[src/hdl/upd_pkg.sv]
// shared types, constants and hex helpers for the url percent decoder
// used by every module of the decoder; depends on nothing

package upd_pkg;

   localparam int QUEUE_DEPTH = 4;

   localparam logic [7:0] PCT_CHAR = 8'h25;

   typedef enum logic [1:0] {
      PHASE_PLAIN = 2'd0,
      PHASE_PCT   = 2'd1,
      PHASE_DIGIT = 2'd2
   } phase_type;

   // one request's output bytes, chars[0] goes out first
   typedef struct packed {
      logic [1:0]      count;
      logic [2:0][7:0] chars;
   } cmd_type;

   typedef struct packed {
      phase_type phase;
      logic      push;
   } front_status_type;

   function automatic logic hex_ok(input logic [7:0] c);
      return (c >= 8'h30 && c <= 8'h39) || (c >= 8'h61 && c <= 8'h66) ||
             (c >= 8'h41 && c <= 8'h46);
   endfunction

   function automatic logic [3:0] hex_val(input logic [7:0] c);
      logic [7:0] t;
      if (c >= 8'h30 && c <= 8'h39) begin
         t = c - 8'h30;
      end else if (c >= 8'h61 && c <= 8'h66) begin
         t = c - 8'h57;
      end else if (c >= 8'h41 && c <= 8'h46) begin
         t = c - 8'h37;
      end else begin
         t = 8'h00;
      end
      return t[3:0];
   endfunction

endpackage

[src/hdl/url_percent_decoder_top.sv]
// url percent decoder top level: front end, command queue and back end
// depends on upd_pkg, upd_front, upd_queue and upd_back
//
// Takes one request byte per cycle (tlast marks the end of a string) and
// returns the decoded bytes, tlast on the final byte caused by each request.
// A request yields zero to three result bytes; the back end drains them at
// one byte per cycle while the receiver is ready; a new request is accepted
// every cycle that the QUEUE_DEPTH-entry front-to-back command queue is not full.
// A request's result bytes are written into the command queue, then loaded
// into the result register. A '%' that is still open when a string ends is dropped.

module url_percent_decoder_top #(
   parameter int QUEUE_DEPTH = upd_pkg::QUEUE_DEPTH
) (
   input  logic       clock,
   input  logic       reset,
   input  logic       req_tvalid,
   output logic       req_tready,
   input  logic [7:0] req_tdata,   // [7:0] in_byte
   input  logic       req_tlast,   // end_of_string
   output logic       rsp_tvalid,
   input  logic       rsp_tready,
   output logic [7:0] rsp_tdata,   // [7:0] out_byte
   output logic       rsp_tlast    // run_last
);
   import upd_pkg::*;

   cmd_type          push_cmd;
   cmd_type          head_cmd;
   front_status_type front_status;
   logic             q_full;
   logic             q_empty;
   logic             q_pop;

   upd_front u_front (
      .clock      (clock),
      .reset      (reset),
      .req_tvalid (req_tvalid),
      .req_tready (req_tready),
      .req_tdata  (req_tdata),
      .req_tlast  (req_tlast),
      .q_full     (q_full),
      .push_cmd   (push_cmd),
      .status     (front_status)
   );

   upd_queue #(
      .DEPTH (QUEUE_DEPTH)
   ) u_queue (
      .clock    (clock),
      .reset    (reset),
      .push     (front_status.push),
      .push_cmd (push_cmd),
      .pop      (q_pop),
      .head_cmd (head_cmd),
      .full     (q_full),
      .empty    (q_empty)
   );

   upd_back u_back (
      .clock      (clock),
      .reset      (reset),
      .q_empty    (q_empty),
      .head_cmd   (head_cmd),
      .q_pop      (q_pop),
      .rsp_tvalid (rsp_tvalid),
      .rsp_tready (rsp_tready),
      .rsp_tdata  (rsp_tdata),
      .rsp_tlast  (rsp_tlast)
   );

   // a '%' in plain text opens an escape unless the string ends there
   a_pct_opens: assert property (@(posedge clock) disable iff (reset)
      (req_tvalid && req_tready && front_status.phase == PHASE_PLAIN &&
       req_tdata == PCT_CHAR && !req_tlast) |=> front_status.phase == PHASE_PCT)
      else $error("percent did not open an escape");

   // end of string always returns to plain text
   a_eos_plain: assert property (@(posedge clock) disable iff (reset)
      (req_tvalid && req_tready && req_tlast) |=> front_status.phase == PHASE_PLAIN)
      else $error("escape left open after end of string");

   // the back end never pops an empty queue
   a_pop_empty: assert property (@(posedge clock) disable iff (reset)
      q_pop |-> !q_empty)
      else $error("pop from empty command queue");

   // a push never lands in a full queue
   a_push_full: assert property (@(posedge clock) disable iff (reset)
      front_status.push |-> !q_full)
      else $error("push into full command queue");

endmodule

[src/hdl/upd_front.sv]
// front end: accepts request bytes, tracks the escape phase and builds
// one output command per request; depends on upd_pkg

module upd_front (
   input  logic                      clock,
   input  logic                      reset,
   input  logic                      req_tvalid,
   output logic                      req_tready,
   input  logic [7:0]                req_tdata,  // [7:0] in_byte
   input  logic                      req_tlast,  // end_of_string
   input  logic                      q_full,
   output upd_pkg::cmd_type          push_cmd,
   output upd_pkg::front_status_type status
);
   import upd_pkg::*;

   phase_type  phase_ff, phase_in;
   logic [7:0] held_ff, held_in;
   logic       accept;
   cmd_type    cmd;

   assign req_tready = !q_full;
   assign accept     = req_tvalid && !q_full;

   // next state
   always_comb begin
      phase_in = phase_ff;
      held_in  = held_ff;
      if (accept) begin
         case (phase_ff)
            PHASE_PCT: begin
               if (hex_ok(req_tdata)) begin
                  phase_in = PHASE_DIGIT;
                  held_in  = req_tdata;
               end else begin
                  phase_in = PHASE_PLAIN;
               end
            end
            PHASE_DIGIT: begin
               phase_in = PHASE_PLAIN;
            end
            default: begin
               if (req_tdata == PCT_CHAR) begin
                  phase_in = PHASE_PCT;
                  held_in  = 8'h00;
               end else begin
                  phase_in = PHASE_PLAIN;
               end
            end
         endcase
         if (req_tlast) begin
            phase_in = PHASE_PLAIN;
            held_in  = 8'h00;
         end
      end
   end

   // outputs
   always_comb begin
      cmd.count = 2'd0;
      cmd.chars = '0;
      case (phase_ff)
         PHASE_PCT: begin
            if (!hex_ok(req_tdata)) begin
               cmd.count    = 2'd2;
               cmd.chars[0] = PCT_CHAR;
               cmd.chars[1] = req_tdata;
            end
         end
         PHASE_DIGIT: begin
            if (hex_ok(req_tdata)) begin
               cmd.count    = 2'd1;
               cmd.chars[0] = {hex_val(held_ff), hex_val(req_tdata)};
            end else begin
               cmd.count    = 2'd3;
               cmd.chars[0] = PCT_CHAR;
               cmd.chars[1] = held_ff;
               cmd.chars[2] = req_tdata;
            end
         end
         default: begin
            if (req_tdata != PCT_CHAR) begin
               cmd.count    = 2'd1;
               cmd.chars[0] = req_tdata;
            end
         end
      endcase
   end

   assign push_cmd     = cmd;
   assign status.push  = accept && (cmd.count != 2'd0);
   assign status.phase = phase_ff;

   always_ff @(posedge clock) begin
      if (reset) begin
         phase_ff <= PHASE_PLAIN;
         held_ff  <= 8'h00;
      end else begin
         phase_ff <= phase_in;
         held_ff  <= held_in;
      end
   end

endmodule

[src/hdl/upd_queue.sv]
// short command queue between front end and back end
// depends on upd_pkg

module upd_queue #(
   parameter int DEPTH = upd_pkg::QUEUE_DEPTH
) (
   input  logic             clock,
   input  logic             reset,
   input  logic             push,
   input  upd_pkg::cmd_type push_cmd,
   input  logic             pop,
   output upd_pkg::cmd_type head_cmd,
   output logic             full,
   output logic             empty
);
   import upd_pkg::*;

   localparam int PTR_W = (DEPTH > 1) ? $clog2(DEPTH) : 1;
   localparam int CNT_W = $clog2(DEPTH + 1);

   cmd_type            entries_ff [DEPTH];
   logic [PTR_W-1:0]   wr_ptr_ff, wr_ptr_in;
   logic [PTR_W-1:0]   rd_ptr_ff, rd_ptr_in;
   logic [CNT_W-1:0]   fill_ff, fill_in;

   assign full     = (fill_ff == CNT_W'(DEPTH));
   assign empty    = (fill_ff == '0);
   assign head_cmd = entries_ff[rd_ptr_ff];

   always_comb begin
      wr_ptr_in = wr_ptr_ff;
      rd_ptr_in = rd_ptr_ff;
      fill_in   = fill_ff;
      if (push) begin
         wr_ptr_in = (wr_ptr_ff == PTR_W'(DEPTH - 1)) ? '0 : wr_ptr_ff + 1'b1;
      end
      if (pop) begin
         rd_ptr_in = (rd_ptr_ff == PTR_W'(DEPTH - 1)) ? '0 : rd_ptr_ff + 1'b1;
      end
      if (push && !pop) begin
         fill_in = fill_ff + 1'b1;
      end else if (pop && !push) begin
         fill_in = fill_ff - 1'b1;
      end
   end

   always_ff @(posedge clock) begin
      if (reset) begin
         wr_ptr_ff <= '0;
         rd_ptr_ff <= '0;
         fill_ff   <= '0;
      end else begin
         wr_ptr_ff <= wr_ptr_in;
         rd_ptr_ff <= rd_ptr_in;
         fill_ff   <= fill_in;
      end
   end

   always_ff @(posedge clock) begin
      if (push) begin
         entries_ff[wr_ptr_ff] <= push_cmd;
      end
   end

endmodule

[src/hdl/upd_back.sv]
// back end: drains queued commands one byte per cycle, while the receiver
// is ready, into the registered result channel; depends on upd_pkg

module upd_back (
   input  logic             clock,
   input  logic             reset,
   input  logic             q_empty,
   input  upd_pkg::cmd_type head_cmd,
   output logic             q_pop,
   output logic             rsp_tvalid,
   input  logic             rsp_tready,
   output logic [7:0]       rsp_tdata,  // [7:0] out_byte
   output logic             rsp_tlast   // run_last
);
   import upd_pkg::*;

   logic [1:0] index_ff, index_in;
   logic       valid_ff, valid_in;
   logic [7:0] data_ff, data_in;
   logic       last_ff, last_in;
   logic       load;
   logic       is_last;

   assign load    = !q_empty && (!valid_ff || rsp_tready);
   assign is_last = (index_ff == head_cmd.count - 2'd1);
   assign q_pop   = load && is_last;

   always_comb begin
      index_in = index_ff;
      valid_in = valid_ff;
      data_in  = data_ff;
      last_in  = last_ff;
      if (load) begin
         valid_in = 1'b1;
         data_in  = head_cmd.chars[index_ff];
         last_in  = is_last;
         index_in = is_last ? 2'd0 : index_ff + 2'd1;
      end else if (rsp_tready) begin
         valid_in = 1'b0;
      end
   end

   always_ff @(posedge clock) begin
      if (reset) begin
         index_ff <= 2'd0;
         valid_ff <= 1'b0;
      end else begin
         index_ff <= index_in;
         valid_ff <= valid_in;
      end
   end

   always_ff @(posedge clock) begin
      data_ff <= data_in;
      last_ff <= last_in;
   end

   assign rsp_tvalid = valid_ff;
   assign rsp_tdata  = data_ff;
   assign rsp_tlast  = last_ff;

endmodule

[config.mk]
export PLATFORM = sky130hd
export DESIGN_NAME = url_percent_decoder_top
export DESIGN_NICKNAME = d
export VERILOG_FILES = /design/src/hdl/upd_pkg.sv /design/src/hdl/url_percent_decoder_top.sv /design/src/hdl/upd_front.sv /design/src/hdl/upd_queue.sv /design/src/hdl/upd_back.sv
export SDC_FILE = /design/constraint.sdc
export NUM_CORES = 1
export LEC_CHECK = 0
export ABC_CLOCK_PERIOD_IN_PS = 3630
export BUFFER_PORTS_ARGS = -buffer_cell sky130_fd_sc_hd__buf_4
export CORE_MARGIN = 10
export CORE_UTILIZATION = 61
export CTS_CLUSTER_SIZE = 12
export DETAILED_ROUTE_END_ITERATION = 10
export GPL_TIMING_DRIVEN = 0
export HOLD_SLACK_MARGIN = 0.05
export PLACE_DENSITY = 0.79
export SLEW_MARGIN = 25
export SYNTH_ARGS = -nofsm -noshare
export SYNTH_HDL_FRONTEND = slang
export SYNTH_HIERARCHICAL = 1
export SYNTH_SLANG_ARGS = --single-unit
[constraint.sdc]
create_clock -name clock -period 3.63 [get_ports clock]
set_clock_uncertainty 0.1 [all_clocks]
set_input_delay 0.363 -clock clock [delete_from_list [all_inputs] [get_ports clock]]
set_output_delay 0.363 -clock clock [all_outputs]
set_load 0.02 [all_outputs]
## Word level (Yosys, flattened, before mapping)

Memories as Yosys holds them, arrays and structs flattened. A register that Yosys moved wholly into a read port is not among the register bits.
Index checks and enable logic that the tools add are counted.

| cells by class | value |
|---|---|
| equality and inequality tests | 10 |
| reductions and logical operators | 26 |
| add/sub/neg operators | 12 |
| mux-type cells | 38 |
| $lt $le $gt $ge | 13 |

Operators by type and width:

| kind | count |
|---|---|
| 8-bit two-way mux | 7 |
| 8-bit one-hot mux with 2 select lines | 3 |
| 8-bit by 7-bit greater-or-equal comparator with 1-bit output, second input constant | 4 |
| 8-bit by 7-bit less-or-equal comparator with 1-bit output, second input constant | 4 |
| 16-bit two-way mux | 2 |
| 4-bit two-way mux | 6 |
| 2-bit two-way mux | 9 |
| 8-bit binary-select mux with 2-bit select | 1 |
| 8-bit by 6-bit greater-or-equal comparator with 1-bit output, second input constant | 2 |
| 8-bit by 6-bit less-or-equal comparator with 1-bit output, second input constant | 2 |
| 4-bit by 3-bit subtractor with 4-bit output, second input constant | 4 |
| 1-bit logical AND | 12 |
| 8-bit by 6-bit equality test with 1-bit output, second input constant | 1 |
| 8-bit by 6-bit inequality test with 1-bit output, second input constant | 1 |
| 2-bit one-hot mux with 2 select lines | 2 |
| 4-bit by 1-bit subtractor with 4-bit output, second input constant | 2 |
| 2-bit by 1-bit adder with 2-bit output, second input constant | 3 |
| 2-bit equality test, second input constant | 3 |
| 1-bit two-way mux | 6 |
| 3-bit two-way mux | 2 |
| 2-bit nonzero test | 3 |
| 1-bit zero test | 5 |
| 4-bit AND reduction | 1 |
| 3-bit by 1-bit adder with 3-bit output, second input constant | 1 |
| 11 further kinds | 13 |

| word-level totals | value |
|---|---|
| word-level logic and storage cells | 109 |
| output and inout port bits | 11 |
| memory bits (writable) | 104 |
| memories | 1 |
| flip-flop bits (word level) | 29 |

Memories:

| memory | depth | width | rd ports | clocked after Yosys merged registers in | write ports | line | RTL |
|---|---|---|---|---|---|---|---|
| u_queue.entries_ff | 4 | 26 | 1 | 1 | 1 | upd_queue.sv:21 | `cmd_type entries_ff [DEPTH];` |

## Logic depth before layout (Yosys ltp)

Gate-level depths: netlist of the first run.

| depth | value |
|---|---|
| word-level depth | 12 |
| depth in mapped cells | 13 |
| mapped depth without buffers | 13 |

## Modules after synthesis

The synthesis of the first run kept the hierarchy.

Modules (own cells, without submodules):

| module | times used | cells an instance | area each (sq um) |
|---|---|---|---|
| upd_queue | 1 | 180 | 4237.8 |
| upd_front | 1 | 158 | 1166.1 |
| upd_back | 1 | 59 | 633.1 |

## Worst setup path after synthesis of the first run

OpenSTA, ideal clock, no wires.

| path | value |
|---|---|
| path kind | input -> register |
| from | input port req_tdata[1] |
| to | register u_queue.fill_ff[2] |
| stages on the path | 13 |
| arrival | 2811 ps |
| setup time | 70 ps |
| required time | 3460 ps |
| slack | 650 ps |
| path buffers | 0 |
| cell sequence | inv_1 > ha_1 > nor4bb_1 > nor2_1 > nand4b_4 > nand2_1 > a31oi_1 > ha_1 > inv_1 > fa_1 > xor2_1 > or3_1 > a21oi_1 |

RTL lines:

| item | line | RTL |
|---|---|---|
| start, declared | url_percent_decoder_top.sv:19 | `input logic [7:0] req_tdata,` |
| end signal, assigned | upd_queue.sv:55 | `fill_ff <= fill_in;` |
| end, declared | upd_queue.sv:24 | `logic [CNT_W-1:0] fill_ff, fill_in;` |

==> results.json, run 1 <==
{
  "cts_buffer_depth": 2,
  "wl_per_cell_um": 20.2,
  "preCtsSetupSlack_ns": 0.190,
  "fill_cells": 646,
  "setup_slack_ns": 0.256,
  "endpoint_kind": "flop",
  "clock_latency_ns": 0.52,
  "globalRouteOverflowTotal": 0,
  "startpoint": "req_tdata[1]",
  "cts_root_buffer": "clkbuf_8",
  "wl_um": 11900,
  "cts_tree": "done",
  "maxCapViolations": 0,
  "synth_ff_type": "edfxtp_1",
  "synthAdderAreaFrac_pct": 3.44,
  "holdWs_ns": 0.0641,
  "comb_power_share_pct": 23.4,
  "dpl.cell_count": 552,
  "yosysSeqAreaShare_pct": 63.5,
  "vias_per_cell": 5.86,
  "grt_usage_pct": 17.2,
  "synth-simple-area-share_pct": 9.82,
  "crit_fanout": 10,
  "rsz0062_at_grt": "no",
  "ir_drop_mv": 0.392,
  "drcViolationCount": 0,
  "p_seq_share_pct": 42.8,
  "final_core_util_pct": 72.0,
  "crit_required_ns": 3.98,
  "endpoint": "u_queue/fill_ff[2]",
  "syn2layout_area_growth_pct": 16.0,
  "cts_sinks": 135,
  "drt-pass1-iter-count": 5,
  "reg2reg_to": "u_queue/fill_ff[2]",
  "power_density_nw_per_um2": 663,
  "hold_path.class": "input pin to flop",
  "start_kind": "input pin",
  "slew_headroom_pct": 37.3,
  "ioPinCount": 24,
  "synth_compound_area_share_pct": 6.42,
  "drv_slew": 0,
  "diodes": 0,
  "grt_max_degree": 27,
  "synthCells": 397,
  "drive_gt1_share_pct": 21.4,
  "cts_made_buffers": 17,
  "initial_core_util_pct": 62.0,
  "period_needed_ns": 3.37,
  "synth-async-reset-ratio_pct": 0,
  "synth_top_family_by_area": "multiplexers",
  "synth_seq_cells": 135,
  "maxClockFrequency_ghz": 0.296,
  "regToRegSetupSlack_ns": 0.35,
  "p_switching_uw": 1300,
  "switching_share_pct": 27.9,
  "die_h_um": 119,
  "ant_nets": 0,
  "place_congestion": 0.832,
  "muxShareOfSynthArea_pct": 13.2,
  "avgSynthCellArea_sq_um": 15.2,
  "r2r_cells": 12,
  "synth_cell_types": 58,
  "p_clk_share_pct": 33.9,
  "die_area_sq_um": 14300,
  "port_buffers": 22,
  "htree_num_levels": 4,
  "crit_arrival_ns": 3.73,
  "num_rows": 36,
  "drt_iter0_drc": 253,
  "synth_xor_area_share_pct": 0.435,
  "clk_pin_slew_worst_paths_ns": 0.06,
  "hpwl_um": 7660,
  "path_class": "input pin to flop",
  "syn_nets": 426,
  "fin_cells": 591,
  "grt_pass1_wl_um": 18900,
  "leakage_uw": 0.00245,
  "synth_warnings": 6,
  "grt_pass1_vias": 3531,
  "finalCritPeriodShare_pct": 92.9,
  "grt_antenna_before_repair": 0,
  "synth_edf_count": 113,
  "die_x_um": 119,
  "worstMarginPinSlew_ns": 0.929,
  "final_hold_viol_count": 0,
  "fin_nets": 474,
  "p_int_uw": 3350,
  "vias": 3463,
  "fin_tns_setup_ns": 0,
  "setup_viol": 0,
  "status": "finished, final reports clean",
  "syn-cell-area_sq_um": 6040,
  "core_sq_um": 9730,
  "postCtsSetupRepairBufs": 0
}
==> synth_stat cells (8+ instances only) <==
library cell | n | area share (%)
mux4_2 | 20 | 7.5
edfxtp_1 | 113 | 56
nor2_1 | 19 | 1.2
ha_1 | 15 | 3.1
a21oi_1 | 12 | 0.99
dfxtp_1 | 22 | 7.3
nand2_1 | 31 | 1.9
mux2i_1 | 19 | 3.2
o21ai_0 | 19 | 1.6
inv_1 | 19 | 1.2
a22oi_1 | 8 | 0.99
nand2b_1 | 8 | 0.83
==> critical path: stages <==
cell           delay, ns
dlygate4sd3_1       0.54
buf_4               0.17
inv_1               0.09
ha_1                0.20
nor4bb_1            0.28
nor2_1              0.12
nand4b_4            0.19
nand2_1             0.10
a31oi_2             0.38
ha_1                0.25
inv_1               0.06
fa_1                0.38
xor2_1              0.16
or3_1               0.30
a21oi_1             0.14
==> per-layer routing <==
| metal | track usage, % | vias to the layer above | wire length, um | part of all wire, % |
|---|---|---|---|---|
| met1 | 20.9 | 1687 | 4920 | 41 |
| met4 | 6.64 | 0 | 161 | 1.3 |
| li1 | - | 1635 | - | - |
| met3 | 4.63 | 15 | 772 | 6.5 |
| met2 | 28.7 | 126 | 6090 | 51 |
| met5 | 0 | - | 0 | 0 |
==> timing repair <==
action | 4_1_cts | 5_1_grt
endpoints found under the hold margin | 16 | 0
gates resized for setup | 0 | 1
hold buffers | 7 | 0
setup endpoints to repair | 0 | 1
==> worst min-delay path by stage <==
| stage | end | slack (ns) | cells past startpoint | start |
|---|---|---|---|---|
| finish | u_front/phase_ff[1] | 0.06 | 4 | req_tlast |
| detailed placement | u_front/held_ff[5] | 0.39 | 2 | u_front/held_ff[5] |
| global placement | u_front/phase_ff[1] | 0.36 | 2 | u_front/phase_ff[1] |
| floorplan | u_back/index_ff[0] | 0.33 | 1 | reset |
| global route | u_front/phase_ff[1] | 0.09 | 4 | req_tlast |
| CTS | u_front/phase_ff[1] | 0.05 | 4 | req_tlast |
==> power groups by stage <==
| stage | Sequential [uW] | Clock [uW] | Combinational, uW |
|---|---|---|---|
| after floorplan | 2080 | 0 | 713 |
| final | 1990 | 1570 | 1090 |
| after global placement | 2010 | 0 | 1050 |
| after detailed placement | 2020 | 0 | 1090 |
| after global routing | 2010 | 1650 | 1180 |
| after CTS | 1990 | 1600 | 1100 |
==> per-stage QoR <==
stage                     total power [uW]  cell area [sq um]
after floorplan                       2790               6040
after global placement                3060               6370
after detailed placement              3100               6370
after CTS                             4690               7000
after global routing                  4830               7000
final                                 4650               7000
==> logic make-up (layout without fill, tap and decap cells) <==
| group | after synthesis | count (layout) |
|---|---|---|
| AND/OR/NAND/NOR | 104 | 104 |
| adder cells (fa/ha/maj) | 16 | 16 |
| multiplexers | 45 | 45 |
| flip-flops | 135 | 135 |
| buffers and inverters | 36 | 97 |
| XOR/XNOR | 3 | 3 |
| AO/OA/AOI/OAI | 58 | 58 |
==> sequential cells by signal, indices dropped and copies added, names as in the netlist, named ones only <==
signal	cells
u_back/index_ff	2
u_back/rsp_tvalid	1
u_queue/rd_ptr_ff	2
u_back/rsp_tlast	1
u_front/phase_ff	2
u_queue/wr_ptr_ff	2
u_queue/entries_ff	104
u_queue/fill_ff	3
u_back/rsp_tdata	8
u_front/held_ff	8
==> cell usage in the layout (no fill, tap or decap), types with 3 or more instances in the layout <==
master and n:
edfxtp_1 113, clkbuf_1 7, buf_2 5, o21ai_0 19, ha_1 15, inv_1 19, nor2_1 19, nor3b_1 5
clkbuf_16 16, a21oi_1 12, nor3_1 3, and2_2 4, nand2b_1 8, inv_6 4, mux2i_1 19, nand2_1 31
a22oi_1 8, and2_1 3, o311ai_0 3, mux4_2 20, dfxtp_1 22, dlygate4sd3_1 7, mux4_1 6, buf_4 22
and3_1 6, nor2b_1 5, clkinvlp_4 3, clkinv_2 4
==> layout make-up <==
class | count | area [sq um] | area share [%]
Sequential cell | 135 | 3830 | 54.7
Buffer | 17 | 119 | 1.70
Inverter | 19 | 71.3 | 1.02
Clock inverter | 14 | 125 | 1.79
Timing Repair Buffer | 29 | 235 | 3.36
Multi-Input combinational cell | 226 | 2020 | 28.9
Tap cell | 133 | 166 | 2.38
Clock buffer | 18 | 428 | 6.11
(Power assumes the default switching activity.)
==> run 2: changes to the inputs <==
--- a/config.mk
+++ b/config.mk
@@ -5,6 +5,7 @@
 export SDC_FILE = /design/constraint.sdc
 export NUM_CORES = 1
 export LEC_CHECK = 0
+export ABC_AREA = 1
 export ABC_CLOCK_PERIOD_IN_PS = 3630
 export BUFFER_PORTS_ARGS = -buffer_cell sky130_fd_sc_hd__buf_4
 export CORE_MARGIN = 10
==> results.json, run 2 <==
{
  "die_area_sq_um": 14500,
  "slew_headroom_pct": 54.6,
  "status": "finished, final reports clean",
  "maxClockFrequency_ghz": 0.301,
  "num_rows": 36,
  "crit_required_ns": 3.97,
  "initial_core_util_pct": 62.6,
  "postCtsSetupRepairBufs": 0,
  "fin_nets": 667,
  "cp_common_cell": "inv_1",
  "finalCritPeriodShare_pct": 91.4,
  "grt_pass1_vias": 4802,
  "endpoint_kind": "flop",
  "ant_nets": 0,
  "wl_um": 14700,
  "cts_root_buffer": "clkbuf_8",
  "die_h_um": 120,
  "dpl-instance-area_sq_um": 6490,
  "port_buffers": 23,
  "globalRouteOverflowTotal": 0,
  "hpwl_um": 9570,
  "crit_buf_inv": 5,
  "multi_input_area_sq_um": 1940,
  "grt_pass1_wl_um": 23800,
  "fin_area_sq_um": 7110,
  "cts_tree": "done",
  "yosysMostFrequentCell": "edfxtp_1",
  "drive_gt1_share_pct": 15.2,
  "synth_ff_type": "edfxtp_1",
  "yosys-top-cells-count": "edfxtp_1, nor2_1, o21ai_0, nand2_1, inv_1",
  "crit_fanout": 7,
  "synth_warnings": 6,
  "ioPinCount": 24,
  "crit_arrival_ns": 3.66,
  "htree_num_levels": 4,
  "drt_iter0_drc": 506,
  "synth-async-reset-ratio_pct": 0,
  "maxCapViolations": 0,
  "yosysSeqAreaShare_pct": 62.3,
  "hold_path.class": "input pin to flop",
  "ir_drop_mv": 0.358,
  "regArea_sq_um": 3830,
  "grt_usage_pct": 21.0,
  "wl_per_cell_um": 18.7,
  "synth_cell_types": 33,
  "cts_resized": 0,
  "avgSynthCellArea_sq_um": 10.3,
  "vias": 4676,
  "syn2layout_area_growth_pct": 15.5,
  "period_needed_ns": 3.32,
  "path_class": "flop to flop",
  "top_register": "u_queue/entries_ff",
  "synth_seq_cells": 135,
  "clock_latency_ns": 0.52,
  "drcViolationCount": 0,
  "synth_edf_count": 113,
  "syn-cell-area_sq_um": 6150,
  "synth_area_leader_cell": "edfxtp_1",
  "diodes": 0,
  "largest_register_ffs": 104,
  "place_congestion": 0.865,
  "cpMaxStageDelayCell": "ha_1",
  "syn_nets": 624,
  "synth_top_area_share_pct": 55.2,
  "drt-pass1-iter-count": 5,
  "rsz0062_at_grt": "no",
  "worstPathCellList": "inv_1 > ha_1 > inv_1 > nand2_1 > inv_1 > o21ai_0 > a21oi_1 > ha_1 > inv_1 > fa_1 > nand2_1 > nand3_1 > nand2_1 > inv_1 > nor2_1",
  "worstMarginPinSlew_ns": 0.680,
  "final_core_util_pct": 72.4,
  "grt_max_degree": 27,
  "cpLargestDelayFamily": "adder cells",
  "leakage_uw": 0.00275,
  "power_density_nw_per_um2": 769,
  "synthCells": 595,
  "grt_antenna_before_repair": 0,
  "slowest_delay_ns": 0.42,
  "cts_made_buffers": 17,
  "core_sq_um": 9820,
  "synth_area_leaders": "edfxtp_1, dfxtp_1, nor2_1",
  "cts_buffer_depth": 2,
  "die_x_um": 120,
  "fin_tns_setup_ns": 0,
  "final_hold_viol_count": 0,
  "vias_per_cell": 5.96,
  "cts_sinks": 135,
  "clk_pin_slew_worst_paths_ns": 0.06,
  "final_cell_mix": "edfxtp_1, nor2_1, o21ai_0, nand2_1, inv_1",
  "mostFrequentLayoutCell": "edfxtp_1",
  "drv_slew": 0,
  "fill_cells": 691,
  "setup_viol": 0,
  "start_kind": "flop"
}
==> run 2: cell types whose count changed in the layout (fill, tap and decap cells not counted), moves of 22 or more <==
cell     before  now
inv_1        19   50
nor2_1       19   95
nand3_1       2   30
o21ai_1       0   22
o21ai_0      19   71
o22ai_1       1   29
nand2_1      31   70
==> run 2: timing repair <==
item	in CTS	in global routing
endpoints found under the setup margin	0	0
hold buffers	1	0
endpoints found under the hold margin	6	0
==> run 2: worst min-delay path: stages <==
cell and delay [ns]:
buf_4 0.07, inv_1 0.03, nand2_1 0.13, a21oi_1 0.09
==> run 2: where the power goes <==
| part | switching, uW | internal (uW) |
|---|---|---|
| clock | 618 | 1100 |
| combinational | 1110 | 508 |
| sequential | 114 | 2020 |
==> run 2: stage by stage <==
stage / hold WS, ns / instances / total power, uW / setup WS [ns]
after floorplan: 0.332 / 595 / 3200 / 0.966
after global placement: 0.373 / 751 / 3650 / 0.252
after detailed placement: 0.377 / 751 / 3720 / 0.513
after CTS: 0.104 / 784 / 5460 / 0.403
after global routing: 0.138 / 784 / 5740 / 0.0486
final: 0.116 / 784 / 5460 / 0.312
==> run 2: cell families (layout without fill, tap and decap cells) <==
group	after synthesis	after routing	share of synthesized area, %
compound gates	133	133	11.7
simple gates	224	224	16.2
buf+inv	85	141	6.14
fa+ha+maj	16	16	3.38
xor+xnor	2	2	0.285
flops	135	135	62.3
==> run 2: cell type report <==
cell class,count,area share [%]
Clock inverter,12,2.11
Buffer,21,1.90
Multi-Input combinational cell,375,27.3
Inverter,64,3.42
Clock buffer,20,6.41
Tap cell,133,2.34
Sequential cell,135,54.0
Timing Repair Buffer,24,2.57
==> run 2: final timing paths <==
check | start | end | slack (ns) | cells after the start
setup / recovery | u_front/phase_ff[0] | u_queue/fill_ff[2] | 0.31 | 15
hold / removal | rsp_tready | u_back/rsp_tvalid | 0.12 | 4
setup reg to reg | u_front/phase_ff[0] | u_queue/fill_ff[2] | 0.31 | 15
hold reg to reg | u_front/held_ff[7] | u_front/held_ff[7] | 0.40 | 2
==> run 2: per-layer routing <==
metal	up-vias	global-route usage (%)	routed length, um
met4	0	9.50	447
met1	2182	24.8	5790
met2	293	35.7	7280
li1	2156	-	-
met5	-	0	0
met3	45	5.07	1150
